### src/ilb_pkg.sv
// Shared constants, command and result codes, and interface types of the list buffer.
package ilb_pkg;

  localparam int unsigned DEPTH  = 16;
  localparam int unsigned ADDR_W = $clog2(DEPTH);
  localparam int unsigned CNT_W  = $clog2(DEPTH + 1);
  localparam int unsigned POS_W  = 5;
  localparam int unsigned DATA_W = 32;
  localparam int unsigned KIND_W = 3;
  localparam int unsigned CMP_W  = ((POS_W > CNT_W) ? POS_W : CNT_W) + 1;

  localparam logic [1:0] MODE_INSERT = 2'd0;
  localparam logic [1:0] MODE_DELETE = 2'd1;
  localparam logic [1:0] MODE_READ   = 2'd2;
  localparam logic [1:0] MODE_DUMP   = 2'd3;

  localparam logic [KIND_W-1:0] KIND_INS_REJ  = 3'd0;
  localparam logic [KIND_W-1:0] KIND_DELETED  = 3'd1;
  localparam logic [KIND_W-1:0] KIND_DEL_REJ  = 3'd2;
  localparam logic [KIND_W-1:0] KIND_READ     = 3'd3;
  localparam logic [KIND_W-1:0] KIND_READ_BAD = 3'd4;
  localparam logic [KIND_W-1:0] KIND_DUMP     = 3'd5;
  localparam logic [KIND_W-1:0] KIND_EMPTY    = 3'd6;

  // Store access issued by the sequencer; read data is registered and returns in the next cycle.
  typedef struct packed {
    logic              we;
    logic [ADDR_W-1:0] waddr;
    logic [DATA_W-1:0] wdata;
    logic [ADDR_W-1:0] raddr;
  } mem_req_t;

  typedef struct packed {
    logic [KIND_W-1:0] kind;
    logic [POS_W-1:0]  pos;
    logic [DATA_W-1:0] value;
    logic              last;
  } res_t;

endpackage

### src/ilb_store.sv
// Entry store: one write port and one registered read port.
module ilb_store
  import ilb_pkg::*;
(
  input  logic              clk_i,
  input  mem_req_t          req_i,
  output logic [DATA_W-1:0] rdata_o
);

  logic [DATA_W-1:0] mem_q [DEPTH];
  logic [DATA_W-1:0] rdata_q;

  always_ff @(posedge clk_i) begin
    if (req_i.we) begin
      mem_q[req_i.waddr] <= req_i.wdata;
    end
    rdata_q <= mem_q[req_i.raddr];
  end

  assign rdata_o = rdata_q;

endmodule

### src/ilb_ctrl.sv
// Command sequencer: decodes a request and walks the store one entry at a time.
module ilb_ctrl
  import ilb_pkg::*;
(
  input  logic              clk_i,
  input  logic              rst_ni,
  input  logic              in_valid_i,
  output logic              in_ready_o,
  input  logic [1:0]        mode_i,
  input  logic [POS_W-1:0]  position_i,
  input  logic [DATA_W-1:0] item_value_i,
  input  logic              out_free_i,
  output logic              res_valid_o,
  output res_t              res_o,
  output mem_req_t          mem_req_o,
  input  logic [DATA_W-1:0] rdata_i
);

  localparam logic [2:0] S_IDLE   = 3'd0;
  localparam logic [2:0] S_INS_RD = 3'd1;
  localparam logic [2:0] S_INS_WR = 3'd2;
  localparam logic [2:0] S_INS_PUT = 3'd3;
  localparam logic [2:0] S_FETCH  = 3'd4;
  localparam logic [2:0] S_CAP    = 3'd5;
  localparam logic [2:0] S_SH_RD  = 3'd6;
  localparam logic [2:0] S_SH_WR  = 3'd7;

  logic [2:0]        state_q, state_d;
  logic              emit_q, emit_d;
  logic [1:0]        mode_q, mode_d;
  logic [POS_W-1:0]  pos_q, pos_d;
  logic [DATA_W-1:0] val_q, val_d;
  logic [CNT_W-1:0]  count_q, count_d;
  logic [CNT_W-1:0]  idx_q, idx_d;
  res_t              res_q, res_d;

  logic [CMP_W-1:0]  pos_x, cnt_x, idx_x, idx_p1, idx_p2;
  logic [CNT_W-1:0]  idx_m1, idx_inc;
  logic              accept;

  assign pos_x   = CMP_W'(position_i);
  assign cnt_x   = CMP_W'(count_q);
  assign idx_x   = CMP_W'(idx_q);
  assign idx_p1  = idx_x + CMP_W'(1);
  assign idx_p2  = idx_x + CMP_W'(2);
  assign idx_m1  = idx_q - CNT_W'(1);
  assign idx_inc = idx_q + CNT_W'(1);

  // The emit phase is its own flag so the state vector stays three bits.
  assign in_ready_o  = (state_q == S_IDLE) && !emit_q;
  assign accept      = in_valid_i && in_ready_o;
  assign res_valid_o = emit_q;
  assign res_o       = res_q;

  always_comb begin
    state_d   = state_q;
    emit_d    = emit_q;
    mode_d    = mode_q;
    pos_d     = pos_q;
    val_d     = val_q;
    count_d   = count_q;
    idx_d     = idx_q;
    res_d     = res_q;
    mem_req_o = '{we: 1'b0, waddr: idx_q[ADDR_W-1:0], wdata: rdata_i,
                  raddr: idx_q[ADDR_W-1:0]};

    if (emit_q) begin
      if (out_free_i) begin
        emit_d = 1'b0;
        if ((mode_q == MODE_DUMP) && !res_q.last) begin
          idx_d   = idx_inc;
          state_d = S_FETCH;
        end else begin
          state_d = S_IDLE;
        end
      end
    end else begin
      unique case (state_q)
        S_IDLE: begin
          if (accept) begin
            mode_d = mode_i;
            pos_d  = position_i;
            val_d  = item_value_i;
            res_d  = '{kind: KIND_INS_REJ, pos: position_i, value: '0, last: 1'b1};
            unique case (mode_i)
              MODE_INSERT: begin
                if ((pos_x > cnt_x) || (count_q == CNT_W'(DEPTH))) begin
                  emit_d = 1'b1;
                end else if (pos_x == cnt_x) begin
                  mem_req_o.we    = 1'b1;
                  mem_req_o.waddr = position_i[ADDR_W-1:0];
                  mem_req_o.wdata = item_value_i;
                  count_d         = count_q + CNT_W'(1);
                end else begin
                  idx_d   = count_q;
                  state_d = S_INS_RD;
                end
              end
              MODE_DELETE, MODE_READ: begin
                if (pos_x >= cnt_x) begin
                  res_d.kind = (mode_i == MODE_DELETE) ? KIND_DEL_REJ : KIND_READ_BAD;
                  emit_d     = 1'b1;
                end else begin
                  idx_d   = CNT_W'(position_i);
                  state_d = S_FETCH;
                end
              end
              default: begin
                if (count_q == '0) begin
                  res_d  = '{kind: KIND_EMPTY, pos: '0, value: '0, last: 1'b1};
                  emit_d = 1'b1;
                end else begin
                  idx_d   = '0;
                  state_d = S_FETCH;
                end
              end
            endcase
          end
        end
        S_INS_RD: begin
          mem_req_o.raddr = idx_m1[ADDR_W-1:0];
          state_d         = S_INS_WR;
        end
        S_INS_WR: begin
          mem_req_o.we = 1'b1;
          idx_d        = idx_m1;
          state_d      = (CMP_W'(idx_m1) == CMP_W'(pos_q)) ? S_INS_PUT : S_INS_RD;
        end
        S_INS_PUT: begin
          mem_req_o.we    = 1'b1;
          mem_req_o.waddr = pos_q[ADDR_W-1:0];
          mem_req_o.wdata = val_q;
          count_d         = count_q + CNT_W'(1);
          state_d         = S_IDLE;
        end
        S_FETCH: begin
          state_d = S_CAP;
        end
        S_CAP: begin
          res_d.value = rdata_i;
          res_d.pos   = pos_q;
          res_d.last  = 1'b1;
          if (mode_q == MODE_DELETE) begin
            res_d.kind = KIND_DELETED;
            if (idx_p1 < cnt_x) begin
              state_d = S_SH_RD;
            end else begin
              count_d = count_q - CNT_W'(1);
              emit_d  = 1'b1;
              state_d = S_IDLE;
            end
          end else if (mode_q == MODE_READ) begin
            res_d.kind = KIND_READ;
            emit_d     = 1'b1;
            state_d    = S_IDLE;
          end else begin
            res_d.kind = KIND_DUMP;
            res_d.pos  = POS_W'(idx_q);
            res_d.last = (idx_p1 == cnt_x);
            emit_d     = 1'b1;
            state_d    = S_IDLE;
          end
        end
        S_SH_RD: begin
          mem_req_o.raddr = idx_inc[ADDR_W-1:0];
          state_d         = S_SH_WR;
        end
        S_SH_WR: begin
          mem_req_o.we = 1'b1;
          idx_d        = idx_inc;
          if (idx_p2 < cnt_x) begin
            state_d = S_SH_RD;
          end else begin
            count_d = count_q - CNT_W'(1);
            emit_d  = 1'b1;
            state_d = S_IDLE;
          end
        end
        default: begin
          state_d = S_IDLE;
        end
      endcase
    end
  end

  always_ff @(posedge clk_i or negedge rst_ni) begin
    if (!rst_ni) begin
      state_q <= S_IDLE;
      emit_q  <= 1'b0;
      count_q <= '0;
      idx_q   <= '0;
    end else begin
      state_q <= state_d;
      emit_q  <= emit_d;
      count_q <= count_d;
      idx_q   <= idx_d;
    end
  end

  always_ff @(posedge clk_i) begin
    mode_q <= mode_d;
    pos_q  <= pos_d;
    val_q  <= val_d;
    res_q  <= res_d;
  end

  a_count_bound : assert property (@(posedge clk_i) disable iff (!rst_ni)
    count_q <= CNT_W'(DEPTH))
    else $error("entry count exceeds the store depth");

  a_count_step : assert property (@(posedge clk_i) disable iff (!rst_ni)
    (count_q != $past(count_q)) |->
      ((count_q == $past(count_q) + CNT_W'(1)) || (count_q + CNT_W'(1) == $past(count_q))))
    else $error("entry count moved by more than one");

  a_idx_bound : assert property (@(posedge clk_i) disable iff (!rst_ni)
    ((state_q != S_IDLE) || emit_q) |-> (idx_q <= count_q))
    else $error("walk index ran past the entry count");

  a_last_ends : assert property (@(posedge clk_i) disable iff (!rst_ni)
    (emit_q && out_free_i && res_q.last) |=> in_ready_o)
    else $error("sequencer kept working after the final result");

endmodule

### src/indexed_list_buffer.sv
// Top level of the positional insert/delete list buffer with its output register.
// An insert at the end writes at once; another insert moves each entry from the end down to its
// position up one slot, then writes the item. A delete fetches the entry, moves later ones down
// and returns it; a read fetches and returns one entry. A dump returns every entry in turn,
// waiting while the output side is full. Reset empties the list. The single read port sets the
// pace: a shifted entry costs a read and a write step, so a full dump is the longest item.
module indexed_list_buffer
  import ilb_pkg::*;
(
  input  logic                     clk_i,
  input  logic                     rst_ni,
  input  logic                     in_valid_i,
  output logic                     in_ready_o,
  input  logic [1:0]               mode_i,
  input  logic [POS_W-1:0]         position_i,
  input  logic signed [DATA_W-1:0] item_value_i,
  output logic                     out_valid_o,
  input  logic                     out_ready_i,
  output logic [KIND_W-1:0]        kind_o,
  output logic [POS_W-1:0]         echo_position_o,
  output logic signed [DATA_W-1:0] result_value_o,
  output logic                     last_o
);

  mem_req_t          mem_req;
  logic [DATA_W-1:0] rdata;
  logic              res_valid;
  res_t              res;
  logic              out_free;
  logic              out_valid_q, out_valid_d;
  res_t              out_q;

  // The output register can take a new result when it is empty or being drained.
  assign out_free = !out_valid_q || out_ready_i;

  ilb_store u_store (
    .clk_i   (clk_i),
    .req_i   (mem_req),
    .rdata_o (rdata)
  );

  ilb_ctrl u_ctrl (
    .clk_i        (clk_i),
    .rst_ni       (rst_ni),
    .in_valid_i   (in_valid_i),
    .in_ready_o   (in_ready_o),
    .mode_i       (mode_i),
    .position_i   (position_i),
    .item_value_i (item_value_i),
    .out_free_i   (out_free),
    .res_valid_o  (res_valid),
    .res_o        (res),
    .mem_req_o    (mem_req),
    .rdata_i      (rdata)
  );

  always_comb begin
    out_valid_d = out_valid_q;
    if (res_valid && out_free) begin
      out_valid_d = 1'b1;
    end else if (out_ready_i) begin
      out_valid_d = 1'b0;
    end
  end

  always_ff @(posedge clk_i or negedge rst_ni) begin
    if (!rst_ni) begin
      out_valid_q <= 1'b0;
    end else begin
      out_valid_q <= out_valid_d;
    end
  end

  // Payload needs no reset; it is only looked at while valid is high.
  always_ff @(posedge clk_i) begin
    if (res_valid && out_free) begin
      out_q <= res;
    end
  end

  assign out_valid_o     = out_valid_q;
  assign kind_o          = out_q.kind;
  assign echo_position_o = out_q.pos;
  assign result_value_o  = out_q.value;
  assign last_o          = out_q.last;

endmodule

### config.mk
export PLATFORM = sky130hd
export DESIGN_NAME = indexed_list_buffer
export DESIGN_NICKNAME = d
export VERILOG_FILES = /design/src/ilb_pkg.sv /design/src/ilb_store.sv /design/src/ilb_ctrl.sv /design/src/indexed_list_buffer.sv
export SDC_FILE = /design/constraint.sdc
export NUM_CORES = 1
export LEC_CHECK = 0
export BUFFER_PORTS_ARGS = -buffer_cell sky130_fd_sc_hd__buf_4
export CAP_MARGIN = 20
export CORE_ASPECT_RATIO = 1.4
export CORE_MARGIN = 5
export CORE_UTILIZATION = 25
export DETAILED_ROUTE_END_ITERATION = 6
export PLACE_DENSITY_LB_ADDON = 0.3
export SYNTH_ARGS = -nofsm -noshare
export SYNTH_HDL_FRONTEND = slang
export SYNTH_SLANG_ARGS = --single-unit
### constraint.sdc
create_clock -name clk_i -period 4.7 [get_ports clk_i]
set_input_delay 0.705 -clock clk_i [delete_from_list [all_inputs] [get_ports clk_i]]
set_output_delay 0.705 -clock clk_i [all_outputs]
set_load 0.05 [all_outputs]
Word level (Yosys, flattened, before mapping)
Memory sizes are Yosys's and may differ from the RTL's. A register that Yosys moved wholly into a read port is not among the register bits.
Index checks and enable logic that the tools add are counted.
- register bits: 136
- RAM bits: 512
- input port bits: 43
- output and inout port bits: 43
- logic and storage cells: 150
- memories kept: 1
- add/subtract/negate cells: 6
- order comparisons: 4
- equal/unequal tests: 30
- muxes and demuxes: 68
- bitwise logic cells: 1
- reduce and logical (&&, ||, !) cells: 24
- memory list (memory ; words ; width ; rd ports ; clocked after memory_dff ; wr ports ; line ; source):
    u_store.mem_q ; 16 ; 32 ; 1 ; 1 ; 1 ; ilb_store.sv:10 ; logic [DATA_W-1:0] mem_q [DEPTH];
- operators by type and width (cell ; number):
    two-way mux 37 bit ; 4
    two-way mux 41 bit ; 3
    two-way mux 5 bit ; 17
    one-hot mux 41 bit (2 select lines) ; 1
    one-hot mux 36 bit (2 select lines) ; 1
    two-way mux 3 bit ; 15
    two-way mux 38 bit ; 1
    one-hot mux 3 bit (8 select lines) ; 1
    one-hot mux 5 bit (4 select lines) ; 1
    two-way mux 1 bit ; 15
    one-hot mux 5 bit (3 select lines) ; 1
    inequality test 2 bit (second input constant) ; 7
    equality test 3 bit (second input constant) ; 4
    less-than comparator 6 x 5 -> 1 bit ; 2
    inequality test 4 x 3 -> 1 bit (second input constant) ; 3
    one-hot mux 3 bit (2 select lines) ; 2
    adder 5 x 1 -> 5 bit (second input constant) ; 2
    equality test 5 bit ; 2
    one-hot mux 5 bit (2 select lines) ; 1
    subtractor 5 x 1 -> 5 bit (second input constant) ; 2
    AND reduction 9 bit ; 1
    one-hot mux 4 bit (2 select lines) ; 1
    AND reduction 8 bit ; 1
    nonzero test 4 bit ; 2
    28 further kinds ; 43

Longest topological paths before layout
- word-level depth: 9
- mapped depth: 13
- depth with buffers taken out: 11

Cells and area by module
Synthesis repeated with hierarchy kept, for this count alone.
- cell total of the unflattened synthesis: 1384
- area, all modules: 26482.9 um^2
- modules (own cells, without submodules) (module ; times used ; cells each ; area an instance (um^2) ; seq. area each (um^2)):
    ilb_store ; 1 ; 838 ; 19835.3 ; 16015.4
    ilb_ctrl ; 1 ; 501 ; 5362.6 ; 2752.6
    indexed_list_buffer ; 1 ; 45 ; 1285.0 ; 1256.2

Worst setup path before layout
Ideal clock, no wire load.
- path type: reg-to-reg
- start: register u_ctrl.count_q[4]
- end: memory u_store.mem_q[8][0], enable pin
- setup time: 421 ps
- data arrival time: 3759 ps
- data required time: 4279 ps
- slack: 520 ps
- cell stages (with the launch flop): 10
- path buffers: 1
- period minus slack after synthesis: 4180 ps
- path through: dfrtp_1 > clkbuf_1 > inv_1 > ha_1 > nand4_1 > a2111oi_2 > mux2i_1 > o21a_1 > nand2_1 > nor2_1
- cells in the longest elaborated chain, start to end: 9
- elaborated cells between the ends (all ways): 13
- those cells by class: 1 x order compare; 2 x eq/ne; 9 x mux; 1 x reduce/logical
- RTL lines (item ; line ; source):
    start, declared ; ilb_ctrl.sv:33 ; logic [CNT_W-1:0] count_q, count_d;
    start signal, assigned ; ilb_ctrl.sv:195 ; count_q <= count_d;
    > comparator 5 bit, or another cell as far along ; ilb_ctrl.sv:87 ; if ((pos_x > cnt_x) || (count_q == CNT_W'(DEPTH))) begin
    logical OR 1 bit or two-way mux 37 bit (tied branches) ; ilb_ctrl.sv:87, ilb_ctrl.sv:89 ;
    two-way mux 37 bit (*) ; ilb_ctrl.sv:87 ;
    two-way mux 37 bit (*) ; ilb_ctrl.sv:85 ; unique case (mode_i)
    two-way mux 37 bit (*) ; ilb_ctrl.sv:80 ; if (accept) begin
    one-hot mux 1 bit (2 select lines) ; ilb_ctrl.sv:78 ; unique case (state_q)
    two-way mux 41 bit (*) ; ilb_ctrl.sv:67 ; if (emit_q) begin
    two-way mux 1 bit ; ilb_store.sv:14 ; if (req_i.we) begin
    two-way mux 1 bit (not written as such) ; ilb_store.sv:15 ; mem_q[req_i.waddr] <= req_i.wdata;
    end, declared ; ilb_store.sv:10 ;
Every way passes the cells marked *; elsewhere a longest branch is shown, timed or not.

Worst setup path after layout
- start: register u_ctrl.emit_q, in the netlist u_ctrl.res_valid_o
- end: register u_store.rdata_q[9], in the netlist u_store.rdata_o[9] (read register of u_store.mem_q)
- cells in the longest elaborated chain, start to end: 1
- RTL lines (item ; line ; source):
    start, declared ; ilb_ctrl.sv:29 ; logic emit_q, emit_d;
    start signal, assigned ; ilb_ctrl.sv:194 ; emit_q <= emit_d;
    two-way mux 41 bit ; ilb_ctrl.sv:67 ;
    end, declared ; ilb_store.sv:11 ; logic [DATA_W-1:0] rdata_q;
Every way passes these cells.
A chain may end at the register's enable or synchronous reset.

==> impl_metrics.yaml <==
timing:
  period_minus_slack_ns: 3.87
  relSlewSlack: 0.313
  rsz0062_at_grt: "false"
  fin_skew_ns: 0.0269
  period_share: 0.824
  fin_tns_setup_ns: 0
  setup_viol: 0
  max_slew.worst_pin.slew_ns: 1.03
  slew_viol_final: 0
  fin_hold_ws_ns: 0.257
  fmax_mhz: 258
  hold_violations: 0
synth:
  ys_ff_latch: 680
  yosysMostFrequentCell: "edfxtp_1"
  synth_area_mm2: 0.0284
  syn_area_per_cell_um2: 13.9
  ys_seq_area_frac: 0.706
  synth_edf_count: 633
  synth_nets: 2118
  synth_top_cell_area_share: 0.670
  synthTopCellsByArea: "edfxtp_1 (67%), nand2_1 (3.4%), a21oi_1 (2.6%), dfxtp_1 (2.3%), and3_1 (2.1%)"
  yosysWarningCount: 0
  yosys.area.top_type: "edfxtp_1"
  ys_types: 74
  ys_top_cells_by_count: "edfxtp_1 (633), nand2_1 (255), a21oi_1 (146), clkbuf_1 (115), and3_1 (95)"
  synth-async-reset-ratio: 0.0221
  synth_flop_cell: "edfxtp_1"
  synthCells: 2045
finish:
  multi_input_area_mm2: 0.00784
  nets: 2188
  fillers: 11300
  seqCellArea_mm2: 0.0200
  syn_to_final_growth_pct: 17.9
  drive_above_1_share: 0.163
  fin_util: 0.296
global_routing:
  grt_overflow: 0
  grt_pass1_vias: 18300
  grt_max_degree: 105
  grt_pass1_wl_um: 120000
  antenna_found_initial: 2
  track_usage: 0.130
outcome:
  outcome: "complete, no violations"
min_path:
  hold_depth: 1
  hold_start: "item_value_i[23]"
  min_path_type: "in2reg"
clock_network:
  cts.sinks: 680
  cts_buffer_depth: 3
  cts_tree: "built"
  clock_tree.root_cell: "clkbuf_16"
  cts_buffers: 66
  htree_levels: 3
  post_cts_buffers: 0
  clk_latency_ns: 0.64
  cts.clk_slew.worst_paths_ns: 0.07
routing:
  final_antenna_net_count: 0
  drc: 0
  vias: 18000
  dr.pass1.iters: 5
  drt-initial-drc-count: 1679
  routed_wirelength_um: 80200
  routedWlPerCell_um: 22.0
  viasPerCell: 4.93
worst_setup_path:
  crit_start: "u_ctrl.res_valid_o"
  cp_data_required_time_ns: 5.19
  startpoint_type: "register"
  arrival_ns: 4.36
  r2r_cells: 7
  r2r_start: "u_ctrl.res_valid_o"
  crit_type: "reg2reg"
  critPathMaxFanout: 32
  cp-end-kind: "register"
floorplanning:
  dieArea_mm2: 0.120
  die_y_um: 409
  die_x_um: 295
  ios: 86
  core_area_mm2: 0.113
  num_rows: 146
  initial_core_util: 0.251
power_and_ir_drop:
  p_total_w: 0.0243
  combPwrFrac: 0.421
  switching_share: 0.402
  p_int_w: 0.0146
  p_switching_w: 0.00977
  clockPowerShare: 0.221
  vdd_drop_max_mv: 0.362
  power.leakage_nw: 11.6
  power.density_mw_per_mm2: 728
  power_frac_seq: 0.358
placement:
  io_buffer_count: 85
  dp_hpwl_um: 51400
  place_congestion: 0.839
run:
  drv_cap: 0
area by class of cell:
class | count | share of cell area
Sequential cell | 680 | 0.599
Multi-Input combinational cell | 1177 | 0.235
Tap cell | 1480 | 0.0554
Clock buffer | 84 | 0.0542
Timing Repair Buffer | 165 | 0.0431
Clock inverter | 37 | 0.0108
Inverter | 25 | 0.00281
Antenna cell | 2 | 0.000150
power groups by stage:
stage | Combinational (W) | Clock (W) | Sequential, W
floorplan | 0.00621 | 0 | 0.00890
global placement | 0.0101 | 0 | 0.00884
detailed placement | 0.0103 | 0 | 0.00885
CTS | 0.0103 | 0.00553 | 0.00873
global route | 0.0111 | 0.00575 | 0.00879
finish | 0.0102 | 0.00537 | 0.00872
through the flow:
step / area, um2 / instances / setup slack, ns
floorplan: 28400 / 2045 / 0.520
global placement: 31200 / 3526 / 0.772
detailed placement: 31200 / 3526 / 0.817
CTS: 33400 / 3648 / 0.871
global route: 33400 / 3648 / 0.586
finish: 33400 / 3650 / 0.826
sequential cells by signal (all words and copies together) (netlist names):
signal / count
u_ctrl.val_q: 32
result_value_o: 32
u_ctrl.mode_q: 2
u_ctrl.idx_q: 5
kind_o: 3
echo_position_o: 5
u_store.rdata_o: 32
u_ctrl.res_valid_o: 1
last_o: 1
u_ctrl.state_q: 3
u_store.mem_q: 512
u_ctrl.res_o: 41
out_valid_o: 1
u_ctrl.count_q: 5
u_ctrl.pos_q: 5
placed cells by master, fill, tap and decap left out, types with 5 or more instances in the layout:
master / count
edfxtp_1: 633
nand2_1: 254
buf_4: 148
a21oi_1: 145
and3_1: 95
nand3_1: 69
clkbuf_16: 67
a22o_1: 64
a32oi_1: 63
a211o_1: 62
a22oi_1: 38
nor2b_1: 37
nor3_1: 35
o221ai_1: 33
a21bo_2: 33
a2111oi_0: 32
dfxtp_1: 32
ha_1: 29
inv_1: 24
nor2_1: 21
nor2_4: 20
buf_12: 16
o21ai_0: 15
dfrtp_1: 13
inv_6: 12
mux2i_1: 11
o22ai_1: 10
xnor2_1: 10
clkbuf_1: 10
clkinv_2: 9
xor2_1: 8
clkbuf_8: 7
nand2b_1: 6
clkinv_1: 5
path summary, 6_finish.rpt:
path | endpoint | slack (ns)
max in group asynchronous | u_ctrl.state_q[2] | 4.00
setup / recovery | u_store.rdata_o[9] | 0.83
setup reg to reg | u_store.rdata_o[9] | 0.83
min in group asynchronous | u_ctrl.count_q[3] | 0.48
hold / removal | u_ctrl.val_q[23] | 0.26
hold reg to reg | kind_o[0] | 0.42
worst max-delay path, stage by stage, from the launching register on:
cell	delay [ns]
dfrtp_2	0.67
or4b_4	0.69
a21oi_4	0.50
or2_4	0.57
buf_4	0.43
a32oi_1	0.23
a32oi_1	0.35
o221ai_1	0.22
per-layer routing:
layer  part of all wire  vias to the layer above  global-route usage  wire length (um)
met5           0.000087                        -                   0                 7
li1                   -                     8128                   -                 -
met1               0.43                     9223               0.169             34200
met4              0.018                        2              0.0358              1480
met3              0.050                       94              0.0217              4000
met2               0.51                      565               0.224             40500
what timing repair did:
| item | 4_1_cts | 5_1_grt |
|---|---|---|
| gates resized for setup | 0 | 0 |
| hold buffers | 1 | 0 |
| hold endpoints to repair | 15 | 0 |
| setup endpoints to repair | 0 | 0 |
kinds of logic after synthesis:
| family | share of synthesized area |
|---|---|
| buffers and inverters | 0.0260 |
| flip-flops | 0.706 |
| XOR/XNOR | 0.00556 |
| AND/OR/NAND/NOR | 0.0983 |
| multiplexers | 0.00706 |
| AO/OA/AOI/OAI | 0.144 |
| adder cells (fa/ha/maj) | 0.0135 |
Power figures use the tool's default switching activity.
